**src/rtl/core/arc_pkg.sv**
```systemverilog
// Shared types and constants for the advertising reconcile controller.
// Used by the front end, the op queue, the back end and the top level.
// Depends on nothing.
package arc_pkg;

  // Size of the manufacturer payload, in bytes (1 to 31).
  localparam int PAYLOAD_BYTES = 24;
  localparam int IDX_W = (PAYLOAD_BYTES > 1) ? $clog2(PAYLOAD_BYTES) : 1;
  localparam int CNT_W = $clog2(PAYLOAD_BYTES + 1);

  // Event modes on the input channel.
  localparam logic [3:0] MODE_BYTE        = 4'd0;
  localparam logic [3:0] MODE_WANT_START  = 4'd1;
  localparam logic [3:0] MODE_WANT_STOP   = 4'd2;
  localparam logic [3:0] MODE_STACK_READY = 4'd3;
  localparam logic [3:0] MODE_STACK_RESET = 4'd4;
  localparam logic [3:0] MODE_LINKS       = 4'd5;
  localparam logic [3:0] MODE_ENDED       = 4'd6;
  localparam logic [3:0] MODE_PROCESS     = 4'd7;
  localparam logic [3:0] MODE_RESULT      = 4'd8;

  // Commands issued to the radio stack.
  localparam logic [1:0] CMD_NONE  = 2'd0;
  localparam logic [1:0] CMD_STOP  = 2'd1;
  localparam logic [1:0] CMD_PROG  = 2'd2;
  localparam logic [1:0] CMD_START = 2'd3;

  // Outcomes reported with a result item.
  localparam logic [2:0] OC_NONE       = 3'd0;
  localparam logic [2:0] OC_RECONCILED = 3'd1;
  localparam logic [2:0] OC_ACTED      = 3'd2;
  localparam logic [2:0] OC_BUSY       = 3'd3;
  localparam logic [2:0] OC_FAULTED    = 3'd4;

  // Stack reply codes.
  localparam logic [2:0] CODE_NOT_ACTIVE = 3'd2;
  localparam logic [2:0] CODE_RETRY      = 3'd3;

  // Operations after classification by the front end.
  typedef enum logic [3:0] {
    OP_NOP,
    OP_BYTE,
    OP_COMMIT,
    OP_WANT_ON,
    OP_WANT_OFF,
    OP_READY,
    OP_RESET,
    OP_LINKS,
    OP_ENDED,
    OP_PROCESS,
    OP_RESULT
  } op_t;

  typedef struct packed {
    op_t              op;
    logic [7:0]       data;
    logic [IDX_W-1:0] idx;
    logic [7:0]       links;
    logic             permit;
    logic [2:0]       code;
  } entry_t;

  // Write side of the op queue.
  typedef struct packed {
    logic   push;
    entry_t entry;
  } q_wr_t;

  // Read side of the op queue.
  typedef struct packed {
    logic   valid;
    entry_t entry;
  } q_rd_t;

endpackage

```
**src/rtl/core/arc_ram.sv**
```systemverilog
// Generic single-port-write, single-port-read RAM with a registered read.
// Holds the staged and the held payload. Depends on nothing.
module arc_ram #(
  parameter int WIDTH = 8,
  parameter int DEPTH = 24
) (
  input  logic                                   clk,
  input  logic                                   wr_en,
  input  logic [((DEPTH > 1) ? $clog2(DEPTH) : 1)-1:0] wr_addr,
  input  logic [WIDTH-1:0]                       wr_data,
  input  logic                                   rd_en,
  input  logic [((DEPTH > 1) ? $clog2(DEPTH) : 1)-1:0] rd_addr,
  output logic [WIDTH-1:0]                       rd_data
);

  logic [WIDTH-1:0] mem [DEPTH];
  logic [WIDTH-1:0] rd_data_r;

  always_ff @(posedge clk) begin
    if (wr_en) begin
      mem[wr_addr] <= wr_data;
    end
    if (rd_en) begin
      rd_data_r <= mem[rd_addr];
    end
  end

  assign rd_data = rd_data_r;

endmodule

```
**src/rtl/core/arc_queue.sv**
```systemverilog
// Two-entry queue of classified operations between the front and back ends.
// Depends on arc_pkg.
module arc_queue (
  input  logic           clk,
  input  logic           rst_n,
  input  arc_pkg::q_wr_t q_wr,
  input  logic           q_pop,
  output arc_pkg::q_rd_t q_rd,
  output logic           q_full
);
  import arc_pkg::*;

  entry_t     slot_r [2];
  logic       wr_ptr_r, wr_ptr_nxt;
  logic       rd_ptr_r, rd_ptr_nxt;
  logic [1:0] count_r, count_nxt;
  logic       do_push;

  assign q_full  = (count_r == 2'd2);
  assign do_push = q_wr.push && !q_full;

  always_comb begin
    wr_ptr_nxt = wr_ptr_r;
    rd_ptr_nxt = rd_ptr_r;
    count_nxt  = count_r;
    if (do_push) begin
      wr_ptr_nxt = ~wr_ptr_r;
    end
    if (q_pop) begin
      rd_ptr_nxt = ~rd_ptr_r;
    end
    if (do_push && !q_pop) begin
      count_nxt = count_r + 2'd1;
    end else if (!do_push && q_pop) begin
      count_nxt = count_r - 2'd1;
    end
  end

  always_ff @(posedge clk) begin
    if (!rst_n) begin
      wr_ptr_r <= 1'b0;
      rd_ptr_r <= 1'b0;
      count_r  <= 2'd0;
    end else begin
      wr_ptr_r <= wr_ptr_nxt;
      rd_ptr_r <= rd_ptr_nxt;
      count_r  <= count_nxt;
    end
  end

  always_ff @(posedge clk) begin
    if (do_push) begin
      slot_r[wr_ptr_r] <= q_wr.entry;
    end
  end

  assign q_rd.valid = (count_r != 2'd0);
  assign q_rd.entry = slot_r[rd_ptr_r];

endmodule

```
**src/rtl/core/arc_front.sv**
```systemverilog
// Front end: accepts input items and classifies each into one queued operation.
// Depends on arc_pkg.
module arc_front (
  input  logic           in_valid,
  output logic           in_stall,
  input  logic [3:0]     in_mode,
  input  logic [7:0]     in_payload_byte,
  input  logic [4:0]     in_byte_index,
  input  logic [7:0]     in_link_count,
  input  logic           in_start_permit,
  input  logic [2:0]     in_stack_code,
  input  logic           q_full,
  output arc_pkg::q_wr_t q_wr
);
  import arc_pkg::*;

  localparam logic [4:0] IDX_LIMIT = 5'(PAYLOAD_BYTES);
  localparam logic [4:0] IDX_LAST  = 5'(PAYLOAD_BYTES - 1);

  op_t op;

  always_comb begin
    unique case (in_mode)
      MODE_BYTE: begin
        if (in_byte_index >= IDX_LIMIT) begin
          op = OP_NOP;
        end else if (in_byte_index == IDX_LAST) begin
          op = OP_COMMIT;
        end else begin
          op = OP_BYTE;
        end
      end
      MODE_WANT_START:  op = OP_WANT_ON;
      MODE_WANT_STOP:   op = OP_WANT_OFF;
      MODE_STACK_READY: op = OP_READY;
      MODE_STACK_RESET: op = OP_RESET;
      MODE_LINKS:       op = OP_LINKS;
      MODE_ENDED:       op = OP_ENDED;
      MODE_PROCESS:     op = OP_PROCESS;
      MODE_RESULT:      op = OP_RESULT;
      default:          op = OP_NOP;
    endcase
  end

  assign in_stall          = q_full;
  assign q_wr.push         = in_valid && !q_full;
  assign q_wr.entry.op     = op;
  assign q_wr.entry.data   = in_payload_byte;
  assign q_wr.entry.idx    = in_byte_index[IDX_W-1:0];
  assign q_wr.entry.links  = in_link_count;
  assign q_wr.entry.permit = in_start_permit;
  assign q_wr.entry.code   = in_stack_code;

endmodule

```
**src/rtl/core/arc_back.sv**
```systemverilog
// Back end: holds the reconcile state and both payload RAMs, carries out queued
// operations and drives the result register. Depends on arc_pkg and arc_ram.
module arc_back (
  input  logic           clk,
  input  logic           rst_n,
  input  arc_pkg::q_rd_t q_rd,
  output logic           q_pop,
  input  logic           out_stall,
  output logic           out_valid,
  output logic [1:0]     out_command,
  output logic [7:0]     out_out_byte,
  output logic           out_last,
  output logic [2:0]     out_outcome,
  output logic           out_quiescent
);
  import arc_pkg::*;

  localparam logic [CNT_W-1:0] CNT_END  = CNT_W'(PAYLOAD_BYTES);
  localparam logic [CNT_W-1:0] CNT_LAST = CNT_W'(PAYLOAD_BYTES - 1);

  typedef enum logic [2:0] {
    S_IDLE,
    S_SWEEP,
    S_DONE,
    S_PROG_RD,
    S_PROG_WR
  } state_t;

  function automatic logic [2:0] classify_code(input logic [2:0] code);
    logic [2:0] oc;
    if (code <= CODE_NOT_ACTIVE) begin
      oc = OC_ACTED;
    end else if (code == CODE_RETRY) begin
      oc = OC_BUSY;
    end else begin
      oc = OC_FAULTED;
    end
    return oc;
  endfunction

  state_t           state_r, state_nxt;
  logic [CNT_W-1:0] cnt_r, cnt_nxt, cnt_m1;
  logic             wanted_r, wanted_nxt;
  logic             ready_r, ready_nxt;
  logic             running_r, running_nxt;
  logic             fault_r, fault_nxt;
  logic             ok_r, ok_nxt;
  logic             stale_r, stale_nxt;
  logic             differs_r, differs_nxt;
  logic [7:0]       links_r, links_nxt;
  logic [1:0]       pend_r, pend_nxt;

  logic             out_valid_r, out_valid_nxt;
  logic [1:0]       out_command_r, out_command_nxt;
  logic [7:0]       out_byte_r, out_byte_nxt;
  logic             out_last_r, out_last_nxt;
  logic [2:0]       out_outcome_r, out_outcome_nxt;
  logic             out_quiescent_r, out_quiescent_nxt;

  logic             slot_free;
  logic             emit;
  logic [1:0]       emit_cmd;
  logic [7:0]       emit_byte;
  logic             emit_last;
  logic [2:0]       emit_oc;
  logic [2:0]       res_oc;

  logic             stg_we, stg_re, held_we, held_re;
  logic [IDX_W-1:0] stg_waddr, held_waddr, held_raddr;
  logic [7:0]       stg_rdata, held_rdata;

  arc_ram #(.WIDTH(8), .DEPTH(PAYLOAD_BYTES)) u_staged (
    .clk     (clk),
    .wr_en   (stg_we),
    .wr_addr (stg_waddr),
    .wr_data (q_rd.entry.data),
    .rd_en   (stg_re),
    .rd_addr (cnt_r[IDX_W-1:0]),
    .rd_data (stg_rdata)
  );

  arc_ram #(.WIDTH(8), .DEPTH(PAYLOAD_BYTES)) u_held (
    .clk     (clk),
    .wr_en   (held_we),
    .wr_addr (held_waddr),
    .wr_data (stg_rdata),
    .rd_en   (held_re),
    .rd_addr (held_raddr),
    .rd_data (held_rdata)
  );

  assign slot_free  = !out_valid_r || !out_stall;
  assign cnt_m1     = cnt_r - CNT_W'(1);
  assign stg_waddr  = q_rd.entry.idx;
  assign held_waddr = cnt_m1[IDX_W-1:0];
  assign held_raddr = cnt_r[IDX_W-1:0];
  assign res_oc     = classify_code(q_rd.entry.code);

  always_comb begin
    state_nxt         = state_r;
    cnt_nxt           = cnt_r;
    wanted_nxt        = wanted_r;
    ready_nxt         = ready_r;
    running_nxt       = running_r;
    fault_nxt         = fault_r;
    ok_nxt            = ok_r;
    stale_nxt         = stale_r;
    differs_nxt       = differs_r;
    links_nxt         = links_r;
    pend_nxt          = pend_r;
    out_valid_nxt     = out_valid_r && out_stall;
    out_command_nxt   = out_command_r;
    out_byte_nxt      = out_byte_r;
    out_last_nxt      = out_last_r;
    out_outcome_nxt   = out_outcome_r;
    out_quiescent_nxt = out_quiescent_r;
    q_pop             = 1'b0;
    stg_we            = 1'b0;
    stg_re            = 1'b0;
    held_we           = 1'b0;
    held_re           = 1'b0;
    emit              = 1'b0;
    emit_cmd          = CMD_NONE;
    emit_byte         = 8'd0;
    emit_last         = 1'b1;
    emit_oc           = OC_NONE;

    unique case (state_r)
      S_IDLE: begin
        if (q_rd.valid && slot_free) begin
          q_pop = 1'b1;
          emit  = 1'b1;
          unique case (q_rd.entry.op)
            OP_BYTE:     stg_we = 1'b1;
            OP_COMMIT: begin
              stg_we      = 1'b1;
              emit        = 1'b0;
              cnt_nxt     = '0;
              differs_nxt = 1'b0;
              state_nxt   = S_SWEEP;
            end
            OP_WANT_ON:  wanted_nxt = 1'b1;
            OP_WANT_OFF: wanted_nxt = 1'b0;
            OP_READY:    ready_nxt = 1'b1;
            OP_RESET: begin
              ready_nxt   = 1'b0;
              running_nxt = 1'b0;
              fault_nxt   = 1'b0;
              pend_nxt    = CMD_NONE;
              if (ok_r) begin
                stale_nxt = 1'b1;
              end
            end
            OP_LINKS:    links_nxt = q_rd.entry.links;
            OP_ENDED:    running_nxt = 1'b0;
            OP_PROCESS: begin
              priority if (pend_r != CMD_NONE) begin
                emit_oc = OC_NONE;
              end else if (!ready_r) begin
                emit_oc = OC_RECONCILED;
              end else if (running_r && (!wanted_r || links_r != 8'd0 || stale_r)) begin
                pend_nxt = CMD_STOP;
                emit_cmd = CMD_STOP;
              end else if (fault_r) begin
                emit_oc = OC_FAULTED;
              end else if (!running_r && stale_r && ok_r) begin
                pend_nxt  = CMD_PROG;
                emit      = 1'b0;
                cnt_nxt   = '0;
                state_nxt = S_PROG_RD;
              end else if (!running_r && wanted_r && links_r == 8'd0 && ok_r &&
                           q_rd.entry.permit) begin
                pend_nxt = CMD_START;
                emit_cmd = CMD_START;
              end else begin
                emit_oc = OC_RECONCILED;
              end
            end
            OP_RESULT: begin
              if (pend_r != CMD_NONE) begin
                emit_oc  = res_oc;
                pend_nxt = CMD_NONE;
                if (res_oc == OC_ACTED) begin
                  priority if (pend_r == CMD_STOP) begin
                    running_nxt = 1'b0;
                  end else if (pend_r == CMD_PROG) begin
                    stale_nxt = 1'b0;
                  end else begin
                    running_nxt = 1'b1;
                  end
                end else if (res_oc == OC_FAULTED) begin
                  fault_nxt = 1'b1;
                end
              end
            end
            default: ;
          endcase
        end
      end

      S_SWEEP: begin
        // Read entry cnt of both RAMs while copying entry cnt-1 into the held RAM.
        if (cnt_r != CNT_END) begin
          stg_re  = 1'b1;
          held_re = 1'b1;
          cnt_nxt = cnt_r + CNT_W'(1);
        end
        if (cnt_r != '0) begin
          held_we     = 1'b1;
          differs_nxt = differs_r | (stg_rdata != held_rdata);
        end
        if (cnt_r == CNT_END) begin
          state_nxt = S_DONE;
          if (!ok_r || differs_nxt) begin
            ok_nxt    = 1'b1;
            stale_nxt = 1'b1;
          end
        end
      end

      S_DONE: begin
        if (slot_free) begin
          emit      = 1'b1;
          state_nxt = S_IDLE;
        end
      end

      S_PROG_RD: begin
        held_re   = 1'b1;
        state_nxt = S_PROG_WR;
      end

      S_PROG_WR: begin
        if (slot_free) begin
          emit      = 1'b1;
          emit_cmd  = CMD_PROG;
          emit_byte = held_rdata;
          emit_last = (cnt_r == CNT_LAST);
          cnt_nxt   = cnt_r + CNT_W'(1);
          state_nxt = (cnt_r == CNT_LAST) ? S_IDLE : S_PROG_RD;
        end
      end

      default: state_nxt = S_IDLE;
    endcase

    if (emit) begin
      out_valid_nxt     = 1'b1;
      out_command_nxt   = emit_cmd;
      out_byte_nxt      = emit_byte;
      out_last_nxt      = emit_last;
      out_outcome_nxt   = emit_oc;
      out_quiescent_nxt = !running_nxt && !wanted_nxt;
    end
  end

  always_ff @(posedge clk) begin
    if (!rst_n) begin
      state_r     <= S_IDLE;
      cnt_r       <= '0;
      wanted_r    <= 1'b0;
      ready_r     <= 1'b0;
      running_r   <= 1'b0;
      fault_r     <= 1'b0;
      ok_r        <= 1'b0;
      stale_r     <= 1'b0;
      differs_r   <= 1'b0;
      links_r     <= 8'd0;
      pend_r      <= CMD_NONE;
      out_valid_r <= 1'b0;
    end else begin
      state_r     <= state_nxt;
      cnt_r       <= cnt_nxt;
      wanted_r    <= wanted_nxt;
      ready_r     <= ready_nxt;
      running_r   <= running_nxt;
      fault_r     <= fault_nxt;
      ok_r        <= ok_nxt;
      stale_r     <= stale_nxt;
      differs_r   <= differs_nxt;
      links_r     <= links_nxt;
      pend_r      <= pend_nxt;
      out_valid_r <= out_valid_nxt;
    end
    out_command_r   <= out_command_nxt;
    out_byte_r      <= out_byte_nxt;
    out_last_r      <= out_last_nxt;
    out_outcome_r   <= out_outcome_nxt;
    out_quiescent_r <= out_quiescent_nxt;
  end

  assign out_valid     = out_valid_r;
  assign out_command   = out_command_r;
  assign out_out_byte  = out_byte_r;
  assign out_last      = out_last_r;
  assign out_outcome   = out_outcome_r;
  assign out_quiescent = out_quiescent_r;

endmodule

```
**src/rtl/core/advertising_reconcile_controller.sv**
```systemverilog
// Top level of the advertising reconcile controller.
// Depends on arc_pkg, arc_front, arc_queue, arc_back and arc_ram.
//
// This block tracks the advertising state that the application wants against the state
// that the radio stack has applied, and on each process event issues at most one command
// to move the stack toward the wanted state. Every input item gives exactly one result
// item, except a process event that picks the program command: that one streams the held
// payload out as one result per payload byte, with last set on the final byte. Items are
// classified on entry and wait in a two-item queue, so the input side keeps accepting,
// until the queue is full, while the result register is stalled. For the item that
// completes the payload, the staged and held payloads are compared and copied one byte
// per cycle through the payload RAMs. A program command streams each byte by first
// reading it from the held payload RAM, which has a registered read, and then loading it
// into the result register once that register is free. A stack result event classifies
// the reply of the last command: codes ok, already and not active count as acted, retry
// as busy, anything else as faulted.
module advertising_reconcile_controller (
  input  logic       clk,
  input  logic       rst_n,
  input  logic       in_valid,
  output logic       in_stall,
  input  logic [3:0] in_mode,
  input  logic [7:0] in_payload_byte,
  input  logic [4:0] in_byte_index,
  input  logic [7:0] in_link_count,
  input  logic       in_start_permit,
  input  logic [2:0] in_stack_code,
  output logic       out_valid,
  input  logic       out_stall,
  output logic [1:0] out_command,
  output logic [7:0] out_out_byte,
  output logic       out_last,
  output logic [2:0] out_outcome,
  output logic       out_quiescent
);
  import arc_pkg::*;

  q_wr_t q_wr;
  q_rd_t q_rd;
  logic  q_full;
  logic  q_pop;

  // Front end: decodes the event mode and the byte index into one operation.
  arc_front u_front (
    .in_valid        (in_valid),
    .in_stall        (in_stall),
    .in_mode         (in_mode),
    .in_payload_byte (in_payload_byte),
    .in_byte_index   (in_byte_index),
    .in_link_count   (in_link_count),
    .in_start_permit (in_start_permit),
    .in_stack_code   (in_stack_code),
    .q_full          (q_full),
    .q_wr            (q_wr)
  );

  // The queue lets the front end keep taking items, until it is full, while the back end waits.
  arc_queue u_queue (
    .clk    (clk),
    .rst_n  (rst_n),
    .q_wr   (q_wr),
    .q_pop  (q_pop),
    .q_rd   (q_rd),
    .q_full (q_full)
  );

  // Back end: owns all reconcile state and drives the result register.
  arc_back u_back (
    .clk           (clk),
    .rst_n         (rst_n),
    .q_rd          (q_rd),
    .q_pop         (q_pop),
    .out_stall     (out_stall),
    .out_valid     (out_valid),
    .out_command   (out_command),
    .out_out_byte  (out_out_byte),
    .out_last      (out_last),
    .out_outcome   (out_outcome),
    .out_quiescent (out_quiescent)
  );

  // The back end only takes an operation that the queue actually holds.
  a_pop_nonempty: assert property (@(posedge clk) disable iff (!rst_n)
    q_pop |-> q_rd.valid)
    else $error("operation taken from an empty queue");

  // Only a program stream produces results that are not the last of their item.
  a_stream_only: assert property (@(posedge clk) disable iff (!rst_n)
    (out_valid && !out_last) |-> (out_command == CMD_PROG && out_outcome == OC_NONE))
    else $error("non-final result outside a program stream");

  // A result that reports an outcome never issues a command and always ends its item.
  a_outcome_alone: assert property (@(posedge clk) disable iff (!rst_n)
    (out_valid && out_outcome != OC_NONE) |-> (out_command == CMD_NONE && out_last))
    else $error("outcome reported together with a command");

endmodule
```
**config.mk**
```make
export PLATFORM = sky130hd
export DESIGN_NAME = advertising_reconcile_controller
export DESIGN_NICKNAME = d
export VERILOG_FILES = /design/src/rtl/core/arc_pkg.sv /design/src/rtl/core/arc_ram.sv /design/src/rtl/core/arc_queue.sv /design/src/rtl/core/arc_front.sv /design/src/rtl/core/arc_back.sv /design/src/rtl/core/advertising_reconcile_controller.sv
export SDC_FILE = /design/constraint.sdc
export NUM_CORES = 1
export LEC_CHECK = 0
export ABC_AREA = 1
export ABC_CLOCK_PERIOD_IN_PS = 4000
export BUFFER_PORTS_ARGS = -buffer_cell sky130_fd_sc_hd__buf_2
export CORE_MARGIN = 4
export CORE_UTILIZATION = 69
export CTS_BUF_LIST = sky130_fd_sc_hd__clkbuf_2
export DETAILED_ROUTE_END_ITERATION = 12
export PLACE_DENSITY_LB_ADDON = 0.12
export SLEW_MARGIN = 20
export SYNTH_ARGS = -nofsm -noshare
export SYNTH_HDL_FRONTEND = slang
export SYNTH_SLANG_ARGS = --single-unit
```
**constraint.sdc**
```tcl
create_clock -name clk -period 4 [get_ports clk]
set_input_delay 0.2 -clock clk [delete_from_list [all_inputs] [get_ports clk]]
set_output_delay 0.2 -clock clk [all_outputs]
set_load 0.01 [all_outputs]
```
==> impl_summary.log <==
INFO  metric outcome = finished clean
INFO  metric power_per_cell_area = 589 nW/um^2
INFO  metric clockBufferDepth = 3
INFO  metric num_rows = 62
INFO  metric dominant_combinational_cell_family_by_area_after_synthesis = simple AND/OR/NAND/NOR gates
INFO  metric clock_sinks = 504
INFO  metric number_of_enable_flip_flop_cells_after_synthesis = between 400 and 500
INFO  metric cp.required = 4.56 ns
INFO  metric first_global_vias = 14.3k
INFO  metric timing.final.crit_share = 0.814
INFO  metric worstPathBufferInverterCount = 1
INFO  metric path_cells = inv_2 > ha_1 > a31oi_1 > nand2_1 > nor2_1
INFO  metric final_setup_vio_count = 0
INFO  metric yosys.area.top_type_share = 0.695
INFO  metric grt_busiest_layer = met2
INFO  metric critical_path_peak_fanout = 37
INFO  metric drt-wirelength-per-cell = ~21 um
INFO  metric pin_count_of_the_biggest_net_entering_global_routing = 199
INFO  metric critPathTopFamily = simple AND/OR/NAND/NOR gates
INFO  metric final-max-slew-violation-count = 0
INFO  metric post_cts_buffers = 0
INFO  metric synth.distinct_cells = 41
INFO  metric setup.worst_path.start_class = register
INFO  metric grt_pass1_wl = 76100 um
INFO  metric fin_nets = roughly 1.9k
INFO  metric global_route.usage.total = 0.298
INFO  metric timing_hold_violations_final = 0
INFO  metric ff2ff_setup_slack = 0.74 ns
INFO  metric grt_setup_unrepaired = no
INFO  metric synth_fp_nets = 1701
INFO  metric core-area = 28900 sq um
INFO  metric initial_antenna_violation_count = 1
INFO  metric maxCapViolCount = 0
INFO  metric hold_path.class = in2reg
INFO  metric yosys_warnings = 0
INFO  metric routed_wire_length = between 40000 and 50000 um
INFO  metric fillers = about 1.7k
INFO  metric gr-usage-met2 = 0.515
INFO  metric rr_worst_depth = 5
INFO  metric drt-initial-drc-count = 1598
INFO  metric crit_start = u_back.cnt_r[1]
INFO  metric drt_first_pass_iters = 8
INFO  metric cts_root_buffer = sky130_fd_sc_hd__clkbuf_2
INFO  metric drc = 0
INFO  metric critPathSlowestCell = sky130_fd_sc_hd__dfxtp_2
INFO  metric global_route_met1_utilization = 0.370
INFO  metric fp.dieArea = around 32000 sq um
INFO  metric setup.worst_path.end_class = register
INFO  metric numPortBuffers = just under 50
INFO  metric critical_path.reg2reg.startpoint = u_back.cnt_r[1]
INFO  metric r2r-end = u_back.u_held.mem[2][7]
INFO  metric cts_buffers = 113
INFO  metric syn_area = 20500 sq um
INFO  metric arrival = 3.82 ns
INFO  metric cts_resized = 0
INFO  metric synth.ff_latch_count = 504
INFO  metric synth-main-ff-cell = sky130_fd_sc_hd__edfxtp_1
INFO  metric clk_pin_slew_worst_paths = 0.10 ns
INFO  metric io-pin-count = 50
INFO  metric flow.area_growth_from_synthesis = 10.8%
INFO  metric htree_num_levels = 3
INFO  metric main_area_contributors_after_synthesis = sky130_fd_sc_hd__edfxtp_1 69%, sky130_fd_sc_hd__nor2_1 5.5%, sky130_fd_sc_hd__o21ai_0 4.8%
INFO  metric clk-insertion-delay-late = 1.01 ns
INFO  metric synth-compound-area-share = 0.116
INFO  metric via_per_inst = roughly 6
INFO  metric fmax = ~310 MHz
INFO  metric synth.mux.area_fraction = 0
INFO  metric final.setup.tns = 0 ns
INFO  metric power_leakage = 8.07 nW
INFO  metric area_taken_by_flip_flops_and_latches = 14800 sq um
INFO  metric fraction_of_layout_cells_with_a_size_suffix_above_1 = 0.160
INFO  metric dp.final_hpwl = around 28000 um
INFO  metric timing_worst_slew_pin_value = 1.06 ns
INFO  metric layout_min_cycle_time = 3.26 ns
INFO  metric avgSynthCellArea = 12.3 sq um
INFO  metric synthAdderAreaFrac = 0.00428
INFO  metric remaining_antenna_violation_count = 0
INFO  metric timing.max_slew.rel_slack = 0.291
INFO  metric synth-xor-area-share = 0.00428
INFO  metric initial_utilization = 0.707
INFO  metric synthCells = 1661
INFO  metric hold_slack = 0.147 ns
INFO  metric global_route_total_overflow = 0
INFO  metric endpoint = u_back.u_held.mem[2][7]
INFO  metric num_vias = 14.2k
INFO  metric gr-usage-met3 = 0.0517
INFO  metric cts_tree = yes
INFO  metric max-vdd-ir-drop = 0.472 mV
INFO  metric async_flop_share = 0
INFO  metric final.setup_skew = 0.0852 ns
INFO  metric y_dimension_of_the_die = about 180 um
INFO  metric holdBufCountCts = 60
INFO  metric yosysSeqAreaShare = 0.725
INFO  metric synth_top_area_cell = sky130_fd_sc_hd__edfxtp_1
INFO  metric multi_input_area = 4950 sq um
INFO  metric place.gp.congestion = roughly 0.91
INFO  metric die_w = 180 um
INFO  metric worst_stage_delay_on_the_critical_path = roughly 0.71 ns
INFO  metric critical_path_class = reg2reg
INFO  metric synth-simple-area-share = 0.117
INFO  metric number_of_cells_on_the_critical_path = 5
==> worst reg2reg max path, cell delays in order (launching register included) <==
cell	delay, ns
sky130_fd_sc_hd__dfxtp_2	0.71
sky130_fd_sc_hd__inv_2	0.43
sky130_fd_sc_hd__ha_1	0.35
sky130_fd_sc_hd__a31oi_1	0.36
sky130_fd_sc_hd__nand2_1	0.38
sky130_fd_sc_hd__nor2_1	0.64
==> worst min-delay path by stage <==
stage	start	to	slack, ns	cells past startpoint
3_5_place_dp	in_payload_byte[4]	u_queue.slot_r[0][21]	0.39	1
5_1_grt	rst_n	u_back.ready_r	0.13	4
6_report	rst_n	u_back.stale_r	0.15	4
4_1_cts	rst_n	u_back.stale_r	0.05	4
2_1_floorplan	in_stack_code[0]	u_queue.slot_r[0][0]	0.30	0
3_3_place_gp	in_stack_code[2]	u_queue.slot_r[1][2]	0.39	1
==> layout make-up <==
class,instances,area share
antenna,1,0.000110
clock buffer,158,0.0349
clock inverter,45,0.0124
inverter,79,0.0133
multi-input combinational,994,0.218
sequential,504,0.654
tap,384,0.0212
timing repair buffer,131,0.0452
==> synth_stat cells (5+ instances only) <==
library cell               number
sky130_fd_sc_hd__inv_2         16
sky130_fd_sc_hd__a22o_1        32
sky130_fd_sc_hd__buf_4          6
sky130_fd_sc_hd__nor2_2         5
sky130_fd_sc_hd__buf_2         25
sky130_fd_sc_hd__o21ai_0      197
sky130_fd_sc_hd__xnor2_1        7
sky130_fd_sc_hd__ha_1           7
sky130_fd_sc_hd__nand2_1      181
sky130_fd_sc_hd__nor2_4         6
sky130_fd_sc_hd__inv_1         60
sky130_fd_sc_hd__nand3_1       46
sky130_fd_sc_hd__dfxtp_1       31
sky130_fd_sc_hd__nand4_1        5
sky130_fd_sc_hd__clkbuf_1      51
sky130_fd_sc_hd__edfxtp_1     473
sky130_fd_sc_hd__o21ai_1       32
sky130_fd_sc_hd__o211ai_1      12
sky130_fd_sc_hd__a21oi_1       29
sky130_fd_sc_hd__nand2_2       14
sky130_fd_sc_hd__o221ai_1      23
sky130_fd_sc_hd__nor2_1       297
sky130_fd_sc_hd__o22ai_1       73
==> logic make-up (layout without fill, tap and decap cells) <==
family	Yosys count	count (layout)
buffers and inverters	163	413
flip-flops	504	504
XOR/XNOR	10	10
other	0	1
AO/OA/AOI/OAI	406	406
AND/OR/NAND/NOR	571	571
adder cells (fa/ha/maj)	7	7
==> flip-flops by register name, indices dropped and copies added, names as in the netlist, 2 cells and up, named ones only <==
signal	cells
u_back.cnt_r	5
u_back.links_r	8
u_back.out_command	2
u_back.out_out_byte	8
u_back.out_outcome	3
u_back.pend_r	2
u_back.state_r	3
u_back.u_held.mem	192
u_back.u_held.rd_data	8
u_back.u_staged.mem	192
u_back.u_staged.rd_data	8
u_queue.count_r	2
u_queue.slot_r	58
==> metal layers <==
| metal | part of all wire | vias to the layer above | wire length [um] |
|---|---|---|---|
| met5 | 0 | - | 0 |
| met4 | 0.039 | 0 | 1940 |
| met3 | 0.085 | 149 | 4200 |
| met2 | 0.51 | 904 | 25100 |
| met1 | 0.37 | 6730 | 18000 |
| li1 | - | 6419 | - |
==> layout by cell type, fill, tap and decap left out, drive strengths merged, types with 40 or more instances in the layout <==
cell type	instances
nor2	308
buf	71
o22ai	73
inv	81
clkbuf	158
nand2	198
nand3	48
edfxtp	473
dlygate4sd3	60
clkinv	40
o21ai	229
==> power breakdown <==
part / switching [mW] / total, mW / internal [mW]
logic: 2.51 / 3.38 / 0.877
registers: 0.135 / 6.66 / 6.53
clock network: 2.01 / 3.30 / 1.29
total: 4.65 / 13.3 / 8.69
==> per-stage QoR <==
step	instance area [sq um]	instances	total power, mW	util	setup slack [ns]
2_1_floorplan	20500	1661	8.86	-	1.44
3_3_place_gp	21000	2032	9.90	0.725	1.08
4_1_cts	22700	2295	13.2	0.783	0.758
5_1_grt	22700	2296	13.9	0.783	0.552
6_report	22700	2296	13.3	0.783	0.745
3_5_place_dp	21000	2032	9.99	0.725	0.829
Power figures use the tool's default switching activity.
